--- config.mk ---
export PLATFORM = sky130hd
export DESIGN_NAME = per_channel_histogram_core
export DESIGN_NICKNAME = d
export VERILOG_FILES = /design/src/hw/rtl/pch_pkg.sv /design/src/hw/rtl/pch_ram.sv /design/src/hw/rtl/pch_front.sv /design/src/hw/rtl/pch_queue.sv /design/src/hw/rtl/pch_back.sv /design/src/hw/rtl/per_channel_histogram_core.sv
export SDC_FILE = /design/constraint.sdc
export NUM_CORES = 2
export LEC_CHECK = 0
export ABC_AREA = 1
export BUFFER_PORTS_ARGS = -buffer_cell sky130_fd_sc_hd__buf_2
export CAP_MARGIN = 20
export CORE_ASPECT_RATIO = 2
export CORE_UTILIZATION = 53
export DETAILED_ROUTE_END_ITERATION = 12
export PLACE_DENSITY_LB_ADDON = 0.2
export SLEW_MARGIN = 20
export SYNTH_ARGS = -nofsm -noshare
export SYNTH_HDL_FRONTEND = slang
export SYNTH_SLANG_ARGS = --single-unit
--- constraint.sdc ---
create_clock -name clk -period 9.4 [get_ports clk]
set_input_delay 0.47 -clock clk [delete_from_list [all_inputs] [get_ports clk]]
set_output_delay 0.47 -clock clk [all_outputs]
set_load 0.01 [all_outputs]
--- src/hw/rtl/pch_pkg.sv ---
// Package for the per-channel histogram core: transfer types, command type,
// sequencer states and default sizes. Used by pch_front, pch_back and the core top level.
`default_nettype none

package pch_pkg;

  // default sizes handed to the top-level parameters
  localparam int BIN_COUNT_DEF     = 10;
  localparam int CHANNEL_COUNT_DEF = 12;
  localparam int COUNT_WIDTH_DEF   = 16;

  // fraction bits of the unsigned Q1.16 sample
  localparam int FRAC_W = 16;

  // operation codes
  localparam logic OP_ADD  = 1'b0;
  localparam logic OP_READ = 1'b1;

  // one input transfer
  typedef struct packed {
    logic        operation;
    logic [3:0]  channel;
    logic [16:0] sample_value;
    logic [3:0]  bin_index;
  } pch_item_t;

  // one result transfer
  typedef struct packed {
    logic [15:0] channel_count;
    logic [15:0] total_count;
    logic [3:0]  bin_used;
    logic        out_of_range;
  } pch_result_t;

  // classified command passed from the front end to the update engine
  typedef struct packed {
    logic       write_en;      // bump both counters
    logic       chan_sel;      // report the channel counter
    logic       total_sel;     // report the global counter
    logic       out_of_range;
    logic [3:0] bin_used;
  } pch_cmd_t;

  // update engine sequencer
  typedef enum logic [1:0] {
    ST_CLEAR,
    ST_IDLE,
    ST_UPDATE
  } pch_state_t;

endpackage

`default_nettype wire

--- src/hw/rtl/pch_ram.sv ---
// Generic single-write, single-read RAM with registered read data.
// No dependencies.
`default_nettype none

module pch_ram #(
  parameter int WIDTH = 16,
  parameter int DEPTH = 16
) (
  input  wire logic                     clk,
  input  wire logic                     we,
  input  wire logic [$clog2(DEPTH)-1:0] waddr,
  input  wire logic [WIDTH-1:0]         wdata,
  input  wire logic [$clog2(DEPTH)-1:0] raddr,
  output logic      [WIDTH-1:0]         rdata
);

  logic [WIDTH-1:0] mem [DEPTH];

  // write port
  always_ff @(posedge clk) begin
    if (we) begin
      mem[waddr] <= wdata;
    end
  end

  // registered read port
  always_ff @(posedge clk) begin
    rdata <= mem[raddr];
  end

endmodule

`default_nettype wire

--- src/hw/rtl/pch_front.sv ---
// Front end: takes input transfers, works out the bin and counter address
// and the command for the update engine. Depends on pch_pkg.
`default_nettype none

module pch_front #(
  parameter int BIN_COUNT     = pch_pkg::BIN_COUNT_DEF,
  parameter int CHANNEL_COUNT = pch_pkg::CHANNEL_COUNT_DEF
) (
  input  wire logic                                      item_valid,
  output logic                                           item_stall,
  input  wire pch_pkg::pch_item_t                        item,
  input  wire logic                                      queue_full,
  input  wire logic                                      clearing,
  output logic                                           push,
  output pch_pkg::pch_cmd_t                              cmd,
  output logic [$clog2(CHANNEL_COUNT*BIN_COUNT)-1:0]     addr,
  output logic [$clog2(BIN_COUNT)-1:0]                   bin
);

  import pch_pkg::*;

  localparam int BW = $clog2(BIN_COUNT);
  localparam int AW = $clog2(CHANNEL_COUNT * BIN_COUNT);
  localparam int PW = FRAC_W + BW;

  logic [PW-1:0] prod;
  logic [BW-1:0] add_bin;
  logic [BW-1:0] sel_bin;
  logic          above_one;
  logic          chan_ok;
  logic          read_bin_ok;

  // handshake: hold off while the queue is full or the counters are clearing
  assign item_stall = queue_full || clearing;
  assign push       = item_valid && !item_stall;

  // bin = floor(sample * BIN_COUNT) for samples below one
  assign prod      = PW'(item.sample_value[FRAC_W-1:0]) * PW'(BIN_COUNT);
  assign add_bin   = prod[PW-1:FRAC_W];
  assign above_one = item.sample_value[FRAC_W];

  assign chan_ok     = int'(item.channel) < CHANNEL_COUNT;
  assign read_bin_ok = int'(item.bin_index) < BIN_COUNT;

  // classify the transfer
  always_comb begin
    cmd     = '0;
    sel_bin = add_bin;
    if (item.operation == OP_ADD) begin
      cmd.out_of_range = above_one;
      cmd.total_sel    = !above_one;
      cmd.write_en     = !above_one && chan_ok;
      cmd.chan_sel     = !above_one && chan_ok;
      cmd.bin_used     = above_one ? 4'd0 : 4'(add_bin);
    end else begin
      cmd.total_sel = read_bin_ok;
      cmd.chan_sel  = read_bin_ok && chan_ok;
      cmd.bin_used  = item.bin_index;
      sel_bin       = read_bin_ok ? BW'(item.bin_index) : '0;
    end
  end

  // counter addresses, kept inside the stores when unused
  assign bin  = sel_bin;
  assign addr = cmd.chan_sel ? AW'(int'(item.channel) * BIN_COUNT + int'(sel_bin)) : '0;

endmodule

`default_nettype wire

--- src/hw/rtl/pch_queue.sv ---
// Two-entry queue between the front end and the update engine.
// Depends on nothing but its width parameter.
`default_nettype none

module pch_queue #(
  parameter int WIDTH = 8
) (
  input  wire logic             clk,
  input  wire logic             rst,
  input  wire logic             push,
  input  wire logic [WIDTH-1:0] push_data,
  input  wire logic             pop,
  output logic                  full,
  output logic                  empty,
  output logic      [WIDTH-1:0] head
);

  logic [WIDTH-1:0] slots [2];
  logic             wr_ptr;
  logic             rd_ptr;
  logic [1:0]       count;
  logic [1:0]       count_next;

  assign count_next = count + 2'(push) - 2'(pop);
  assign full       = count == 2'd2;
  assign empty      = count == 2'd0;
  assign head       = slots[rd_ptr];

  // pointers and fill level
  always_ff @(posedge clk) begin
    if (rst) begin
      wr_ptr <= 1'b0;
      rd_ptr <= 1'b0;
      count  <= 2'd0;
    end else begin
      if (push) begin
        wr_ptr <= !wr_ptr;
      end
      if (pop) begin
        rd_ptr <= !rd_ptr;
      end
      count <= count_next;
    end
  end

  // storage
  always_ff @(posedge clk) begin
    if (push) begin
      slots[wr_ptr] <= push_data;
    end
  end

  a_no_overflow: assert property (@(posedge clk) disable iff (rst) push |-> !full || pop)
    else $error("queue written while full");
  a_no_underflow: assert property (@(posedge clk) disable iff (rst) pop |-> !empty)
    else $error("queue read while empty");

endmodule

`default_nettype wire

--- src/hw/rtl/pch_back.sv ---
// Update engine: clears the counter stores after reset, then runs one read per
// command, with a write-back when it bumps counters, and holds the result. Depends on pch_pkg, pch_ram.
`default_nettype none

module pch_back #(
  parameter int BIN_COUNT     = pch_pkg::BIN_COUNT_DEF,
  parameter int CHANNEL_COUNT = pch_pkg::CHANNEL_COUNT_DEF,
  parameter int COUNT_WIDTH   = pch_pkg::COUNT_WIDTH_DEF
) (
  input  wire logic                                      clk,
  input  wire logic                                      rst,
  input  wire logic                                      queue_empty,
  input  wire pch_pkg::pch_cmd_t                         head_cmd,
  input  wire logic [$clog2(CHANNEL_COUNT*BIN_COUNT)-1:0] head_addr,
  input  wire logic [$clog2(BIN_COUNT)-1:0]              head_bin,
  output logic                                           pop,
  output logic                                           clearing,
  output logic                                           result_valid,
  input  wire logic                                      result_stall,
  output pch_pkg::pch_result_t                           result
);

  import pch_pkg::*;

  localparam int DEPTH = CHANNEL_COUNT * BIN_COUNT;
  localparam int BW    = $clog2(BIN_COUNT);
  localparam int AW    = $clog2(DEPTH);

  pch_state_t       state;
  pch_state_t       state_next;
  logic [AW-1:0]    clr_addr;
  pch_cmd_t         cur_cmd;
  logic [AW-1:0]    cur_addr;
  logic [BW-1:0]    cur_bin;

  logic             chan_we;
  logic [AW-1:0]    chan_waddr;
  logic [COUNT_WIDTH-1:0] chan_wdata;
  logic [COUNT_WIDTH-1:0] chan_rdata;
  logic             tot_we;
  logic [BW-1:0]    tot_waddr;
  logic [COUNT_WIDTH-1:0] tot_wdata;
  logic [COUNT_WIDTH-1:0] tot_rdata;
  logic [COUNT_WIDTH-1:0] chan_bump;
  logic [COUNT_WIDTH-1:0] tot_bump;
  logic             load_out;
  pch_result_t      result_next;

  // counter stores
  pch_ram #(
    .WIDTH (COUNT_WIDTH),
    .DEPTH (DEPTH)
  ) u_chan_ram (
    .clk   (clk),
    .we    (chan_we),
    .waddr (chan_waddr),
    .wdata (chan_wdata),
    .raddr (head_addr),
    .rdata (chan_rdata)
  );

  pch_ram #(
    .WIDTH (COUNT_WIDTH),
    .DEPTH (BIN_COUNT)
  ) u_tot_ram (
    .clk   (clk),
    .we    (tot_we),
    .waddr (tot_waddr),
    .wdata (tot_wdata),
    .raddr (head_bin),
    .rdata (tot_rdata)
  );

  // saturating increments
  assign chan_bump = (chan_rdata == '1) ? chan_rdata : chan_rdata + COUNT_WIDTH'(1);
  assign tot_bump  = (tot_rdata == '1) ? tot_rdata : tot_rdata + COUNT_WIDTH'(1);

  // result fields from the fresh read data
  always_comb begin
    result_next               = '0;
    result_next.bin_used      = cur_cmd.bin_used;
    result_next.out_of_range  = cur_cmd.out_of_range;
    if (cur_cmd.chan_sel) begin
      result_next.channel_count = cur_cmd.write_en ? 16'(chan_bump) : 16'(chan_rdata);
    end
    if (cur_cmd.total_sel) begin
      result_next.total_count = cur_cmd.write_en ? 16'(tot_bump) : 16'(tot_rdata);
    end
  end

  // state register and sweep counter
  always_ff @(posedge clk) begin
    if (rst) begin
      state    <= ST_CLEAR;
      clr_addr <= '0;
    end else begin
      state <= state_next;
      if (state == ST_CLEAR) begin
        clr_addr <= clr_addr + AW'(1);
      end
    end
  end

  // sequencer
  always_comb begin
    state_next = state;
    pop        = 1'b0;
    load_out   = 1'b0;
    chan_we    = 1'b0;
    chan_waddr = cur_addr;
    chan_wdata = chan_bump;
    tot_we     = 1'b0;
    tot_waddr  = cur_bin;
    tot_wdata  = tot_bump;
    unique case (state)
      ST_CLEAR: begin
        chan_we    = 1'b1;
        chan_waddr = clr_addr;
        chan_wdata = '0;
        tot_we     = int'(clr_addr) < BIN_COUNT;
        tot_waddr  = BW'(clr_addr);
        tot_wdata  = '0;
        if (clr_addr == AW'(DEPTH - 1)) begin
          state_next = ST_IDLE;
        end
      end
      ST_IDLE: begin
        if (!queue_empty && (!result_valid || !result_stall)) begin
          pop        = 1'b1;
          state_next = ST_UPDATE;
        end
      end
      ST_UPDATE: begin
        chan_we    = cur_cmd.write_en;
        tot_we     = cur_cmd.write_en;
        load_out   = 1'b1;
        state_next = ST_IDLE;
      end
      default: begin
        state_next = ST_IDLE;
      end
    endcase
  end

  assign clearing = state == ST_CLEAR;

  // command held while its read is in flight
  always_ff @(posedge clk) begin
    if (pop) begin
      cur_cmd  <= head_cmd;
      cur_addr <= head_addr;
      cur_bin  <= head_bin;
    end
  end

  // output register
  always_ff @(posedge clk) begin
    if (rst) begin
      result_valid <= 1'b0;
    end else if (load_out) begin
      result_valid <= 1'b1;
    end else if (!result_stall) begin
      result_valid <= 1'b0;
    end
  end

  always_ff @(posedge clk) begin
    if (load_out) begin
      result <= result_next;
    end
  end

  a_quiet_while_clearing: assert property (@(posedge clk) disable iff (rst)
    state == ST_CLEAR |-> !result_valid)
    else $error("result offered during clearing pass");
  a_update_delivers: assert property (@(posedge clk) disable iff (rst)
    state == ST_UPDATE |=> result_valid)
    else $error("update finished without a result");
  a_no_wrap: assert property (@(posedge clk) disable iff (rst)
    state == ST_UPDATE && cur_cmd.write_en |-> chan_wdata != '0 && tot_wdata != '0)
    else $error("counter wrapped instead of saturating");

endmodule

`default_nettype wire

--- src/hw/rtl/per_channel_histogram_core.sv ---
// Per-channel histogram core. Each add transfer takes an unsigned Q1.16 sample,
// bins it as floor(sample * BIN_COUNT) and, if the channel exists, bumps that
// channel's counter and the global counter of the same bin, both saturating at
// 2^COUNT_WIDTH - 1; samples of 1.0 or more are counted nowhere and flagged
// out_of_range. A read transfer returns one channel counter and the matching
// global counter. Every input transfer gives exactly one result transfer. A front
// end classifies transfers into a two-entry queue; the update engine takes one
// command at a time through a registered RAM read and, for an add, a write-back.
// After reset the counter stores are swept to zero (CHANNEL_COUNT * BIN_COUNT
// channel entries, 120 by default), and item_stall stays high during the sweep.
// Depends on pch_pkg, pch_front, pch_queue, pch_back and pch_ram.
`default_nettype none

module per_channel_histogram_core #(
  parameter int BIN_COUNT     = pch_pkg::BIN_COUNT_DEF,
  parameter int CHANNEL_COUNT = pch_pkg::CHANNEL_COUNT_DEF,
  parameter int COUNT_WIDTH   = pch_pkg::COUNT_WIDTH_DEF
) (
  input  wire logic                 clk,
  input  wire logic                 rst,
  input  wire logic                 item_valid,
  output logic                      item_stall,
  input  wire pch_pkg::pch_item_t   item,
  output logic                      result_valid,
  input  wire logic                 result_stall,
  output pch_pkg::pch_result_t      result
);

  import pch_pkg::*;

  localparam int BW = $clog2(BIN_COUNT);
  localparam int AW = $clog2(CHANNEL_COUNT * BIN_COUNT);
  localparam int QW = $bits(pch_cmd_t) + AW + BW;

  logic          push;
  logic          pop;
  logic          queue_full;
  logic          queue_empty;
  logic          clearing;
  pch_cmd_t      in_cmd;
  logic [AW-1:0] in_addr;
  logic [BW-1:0] in_bin;
  logic [QW-1:0] head_data;
  pch_cmd_t      head_cmd;
  logic [AW-1:0] head_addr;
  logic [BW-1:0] head_bin;

  // classification
  pch_front #(
    .BIN_COUNT     (BIN_COUNT),
    .CHANNEL_COUNT (CHANNEL_COUNT)
  ) u_front (
    .item_valid (item_valid),
    .item_stall (item_stall),
    .item       (item),
    .queue_full (queue_full),
    .clearing   (clearing),
    .push       (push),
    .cmd        (in_cmd),
    .addr       (in_addr),
    .bin        (in_bin)
  );

  // decoupling queue
  pch_queue #(
    .WIDTH (QW)
  ) u_queue (
    .clk       (clk),
    .rst       (rst),
    .push      (push),
    .push_data ({in_cmd, in_addr, in_bin}),
    .pop       (pop),
    .full      (queue_full),
    .empty     (queue_empty),
    .head      (head_data)
  );

  assign {head_cmd, head_addr, head_bin} = head_data;

  // counter update and result
  pch_back #(
    .BIN_COUNT     (BIN_COUNT),
    .CHANNEL_COUNT (CHANNEL_COUNT),
    .COUNT_WIDTH   (COUNT_WIDTH)
  ) u_back (
    .clk          (clk),
    .rst          (rst),
    .queue_empty  (queue_empty),
    .head_cmd     (head_cmd),
    .head_addr    (head_addr),
    .head_bin     (head_bin),
    .pop          (pop),
    .clearing     (clearing),
    .result_valid (result_valid),
    .result_stall (result_stall),
    .result       (result)
  );

endmodule

`default_nettype wire

; Word-level counts from Yosys, hierarchy flattened
; Memory sizes are Yosys's and may differ from the RTL's. A register that Yosys moved wholly into a read port is not among the register bits.
; Index checks and enable logic that the tools add are counted.
[word_totals]
regBits = 70
latch_bits = 0
ram_bits = 2118
romBits = 0
inputBits = 30
word_cells = 90
memories = 3
[classes]
n_addsub = 6
multipliers = 2
div = 0
n_lt_le_gt_ge = 3
eq_ne = 9
shifts = 0
muxes = 34
bitwise = 0
reduce_logical = 16
[mem_list]
columns = memory, depth, width, rd, rd_clocked_by_memory_dff, write_ports, line_no
row1 = u_back.u_chan_ram.mem, 120, 16, 1, 1, 1, pch_ram.sv:17  ; logic [WIDTH-1:0] mem [DEPTH];
row2 = u_back.u_tot_ram.mem, 10, 16, 1, 1, 1, pch_ram.sv:17
row3 = u_queue.slots, 2, 19, 1, 1, 1, pch_queue.sv:18  ; logic [WIDTH-1:0] slots [2];
[op_table]
columns = operator, n
row1 = $mux 16, 6
row2 = $add 16x1->16 const B, 2
row3 = $eq 16x16->1 const B, 2
row4 = $mux 4, 5
row5 = $mul 16x3->19 const B, 1
row6 = $mux 1, 15
row7 = $mux 7, 2
row8 = $lt 4x4->1 const B, 2
row9 = $add 7x1->7 const B, 1
row10 = $add 7x5->7, 1
row11 = $eq 7x7->1 const B, 1
row12 = $logic_not 1->1, 7
row13 = $lt 7x4->1 const B, 1
row14 = $mul 4x3->6 const B, 1
row15 = $mux 2, 3
row16 = $ne 2x1->1 const B, 3
row17 = $eq 2x2->1 const B, 2
row18 = $logic_and 1x1->1, 4
row19 = $logic_not 2->1, 2
row20 = $pmux 1 s2, 2
row21 = $pmux 2 s2, 1
row22 = $add 2x1->2, 1
row23 = $eq 2x1->1 const B, 1
row24 = $logic_or 1x1->1, 2
row25 = 2 further kinds, 2

; Depth between registers and ports, before layout
[logic_depth]
word_depth = 7
depth_mapped = 22
depth_no_buf = 22

; Hierarchy
; A second synthesis with hierarchy kept.
[hier_totals]
cells_unflattened = 8087
area_unflattened_um2 = 92790.2
[by_module_without_submodules]
columns = module, instances, cells_each, area_each_um2
row1 = pch_ram (u_back.u_chan_ram), 1, 6636, 78784.3
row2 = pch_ram (u_back.u_tot_ram), 1, 647, 7134.3
row3 = pch_back, 1, 516, 4012.6
row4 = pch_queue, 1, 90, 1647.8
row5 = pch_front, 1, 198, 1211.2

; Least setup slack after synthesis
; OpenSTA, ideal clock, no wires.
[synth_path]
kind = register -> register
from = register u_back.u_chan_ram.rdata[0] (read register of u_back.u_chan_ram.mem)
to = memory u_back.u_chan_ram.mem[0][5] (data pin)
setup_time_ns = 1.165
t_arrival_ns = 6.284
required_ns = 8.235
setup_slack_ns = 1.951
path_stages_with_launch = 8
n_path_buf = 0
cell_sequence = dfxtp_1 -> ha_1 -> nand3_1 -> nor2_1 -> nand4_1 -> nand3_1 -> nor2_1 -> a211oi_1
[synth_via]
elab_chain_len = 3
[synth_rtl]
columns = item, line_no
row1 = start: declaration, pch_ram.sv:14  ; output logic [WIDTH-1:0] rdata
row2 = $add 16x1->16 / $eq 16x16->1 (equally long branches), pch_back.sv:75  ; assign chan_bump = (chan_rdata == '1) ? chan_rdata : chan_rdata + COUNT_WIDTH'(1);
row3 = $mux 16 (*), pch_back.sv:75
row4 = $mux 16 (*), pch_back.sv:115  ; unique case (state)
row5 = via u_back.chan_wdata[5], pch_back.sv:38  ; logic [COUNT_WIDTH-1:0] chan_wdata;
row6 = end: declaration, pch_ram.sv:17
; Mark *: on every way through the listed nets, which the timed path passes. The rest lies on a longest branch.

==> results.md <==
* Pre-CTS setup slack at 4.44 ns
* Initial drt markers at 7261
* Via density at 5.74
* Worst path cell trace: buf_4 > inv_2 > nand2_4 > nand2_8 > buf_12 > buf_4 > nand2_1 > nand3_1 > nand3_1 > nand3_1 > nand3_1 > nand3_1 > nand2_1 > nand2_1 > nand2_1
* Die Area at 185000 um2
* Final wirelength at 284 mm
* Maxcap violations at 0
* Clock skew at 0.0440 ns
* Max transition margin at 20.8%
* Final Max Slew Viols at 0
* Leak Pwr at 44.3 nW
* Commonest non-fill, non-tap cell in the layout: edfxtp_1
* Type of origin of the critical path: register
* Worst VDD drop at 0.000145 V
* Most frequent cells in the layout: edfxtp_1 (2174), nand2_1 (2070), nand3_1 (1870), inv_1 (1675), buf_4 (210)
* Pwr per Cell Area at 177 nW/um2
* CP max stage delay at 0.84 ns
* First-pass GRT wire length at 416 mm
* Gr usage total at 30.2%
* Predominant post-synthesis flop cell: edfxtp_1
* TritonCTS clock tree: yes
* Clock transition at path regs at 0.07 ns
* Critical Path AT at 5.79 ns
* Hold Violations, Final at 0
* Sink Count at 2221
* RSZ-0062 raised after global routing: no
* Critical path class: reg -> reg
* Hold_buf cts at 5
* Max frequency at 197 MHz
* GP Congestion at 0.930
* Cells after Synth at 9224
* Post-synth EDFFs at 2174
* Yosys reg bits at 2221
* Yosys warns at 0
* Status: complete, no violations
* FP Rows at 222
* Worst Tran Pin Value at 1.19 ns
* Netlist cell types at 45
* # setup viols final at 0
* CP max stage cell: nand2_8
* Initial Util at 53.3%
* Critical path buffers and inverters at 4
* Period utilization at 54.1%
* Syn Std Cell Area at 97200 um2
* DP Cell Count at 11.4k
* Async set or reset register ratio after synthesis at 0%
* CP dominant cell by count: nand3_1
* Seq/Total Area, Yosys at 68.1%
* Final net count at 9283
* Vias in the first global route at 65.9k
* Post-route ant nets at 0
* Worst Hold Class: in -> reg
* Total grt overflow at 0
* Remaining DRCs at 0
* CTS buffer count at 195
* Non-filler cells, final at 11.7k
* Clk_lat worst skew at 0.86 ns
* Layout area overhead at 9.51%
* DP HPWL at 167 mm
* Tmin final at 5.08 ns
* Area of the core at 182000 um2
* Via count at 67.3k
* Largest net degree at the start of global routing at 198
* Post-CTS Setup Repair Bufs at 0
* Die H at 608 um
* Worst-path fanout max at 142
* Initial DRT Pass Iterations at 6
* Syn nets at 9293
* Initial antenna violation count at 3
* CP Data Required Time at 10.11 ns
* DR WL/cell at 24.3 um
* Critical Path End Type: register
* Final worst setup slack at 4.32 ns
* Clock Path Buffers at 4
* Share of cells above drive strength 1 at 6.83%
* Avg Cell Area, Syn at 10.5 um2
* Port bufs at 68
* Root buf cell: clkbuf_16
* Die Wd at 305 um
* CTS resizes at 0
* I/O pin cnt at 69
* Kind of cell adding the most delay to the critical path: simple AND/OR/NAND/NOR gates
* Total Power at 18.8 mW
* TNS Setup at 0 ns
* Htree depth at 4
registers in the layout, summed over array words and instances (netlist names), named ones only:
register / cells
u_back.u_tot_ram.rdata: 16
u_back.result: 37
u_back.u_chan_ram.rdata: 16
u_back.clr_addr: 7
u_queue.wr_ptr: 1
u_back.cur_bin: 4
u_back.cur_addr: 7
u_queue.count: 2
u_back.u_chan_ram.mem: 1920
u_queue.rd_ptr: 1
u_back.cur_cmd: 8
u_back.state: 2
u_back.result_valid: 1
u_queue.slots: 38
u_back.u_tot_ram.mem: 160
Yosys cell counts (all sizes together), types with 5 or more instances:
master / instances / area (um2)
nand4: 20 / 125
o221ai: 6 / 52.6
a31oi: 5 / 31.3
nor2: 218 / 821
o32ai: 12 / 105
clkbuf: 128 / 480
nor3: 30 / 150
a21oi: 157 / 790
xor2: 13 / 114
buf: 379 / 1970
nand3b: 76 / 571
ha: 37 / 463
or2: 11 / 68.8
edfxtp: 2174 / 65300
nand2: 2078 / 7810
inv: 1684 / 6320
o21ai: 136 / 692
o211ai: 110 / 826
dfxtp: 47 / 941
nor4: 9 / 56.3
nand3: 1870 / 9360
stage by stage:
stage                     util (%)  cell area [um2]  hold WS, ns
final                         58.3           106000       0.0737
after global routing          58.3           106000       0.0743
after CTS                     58.3           106000       0.0372
after detailed placement      55.0           100000        0.420
after global placement        55.0           100000        0.416
after floorplan                  -            97200        0.400
path summary, 6_finish.rpt:
kind	from	to	slack (ns)	depth (start not counted)
hold / removal	item[25]	u_queue.slots[1][15]$_DFFE_PP_	0.07	2
hold reg to reg	u_back.cur_cmd[4]$_DFFE_PP_	u_back.result[0]$_DFFE_PP_	0.43	0
setup reg to reg	register	u_back.u_chan_ram.rdata[8]$_DFF_P_	4.32	15
setup / recovery	register	u_back.u_chan_ram.rdata[8]$_DFF_P_	4.32	15
cells by family (layout without fill, tap and decap cells):
family | Yosys count | after routing | synth area share [%]
and+or+nand+nor | 4315 | 4315 | 19.5
DFF | 2221 | 2221 | 68.1
buffers and inverters | 2194 | 2336 | 9.04
AOI/OAI and AO/OA | 438 | 438 | 2.66
adders and majority gates | 39 | 39 | 0.517
xor gates and xnor gates | 16 | 16 | 0.144
muxes | 1 | 1 | 0.0103
other | 0 | 1 | 0
cell type report:
type	instances	area, um2
Clock inverter	106	791
Antenna cell	1	2.50
Clock buffer	243	5270
Sequential cell	2221	66200
Inverter	1687	6350
Fill cell	14900	76000
Multi-Input combinational cell	4809	22600
Timing Repair Buffer	300	2310
Tap cell	2352	2940
per-layer routing:
layer | vias up | track usage, % | wire (um)
li1 | 30600 | - | -
met1 | 32800 | 33.2 | 95800
met2 | 3047 | 53.2 | 145000
met3 | 797 | 3.44 | 19000
met4 | 0 | 23.5 | 24300
met5 | - | 0 | 0
report_power, final:
| group | switching [mW] | total, mW | internal [mW] |
|---|---|---|---|
| sequential | 0.0119 | 10.8 | 10.8 |
| clock | 3.57 | 7.84 | 4.26 |
| combinational | 0.144 | 0.200 | 0.0562 |
Note: power is estimated with default switching activity, not from simulation.
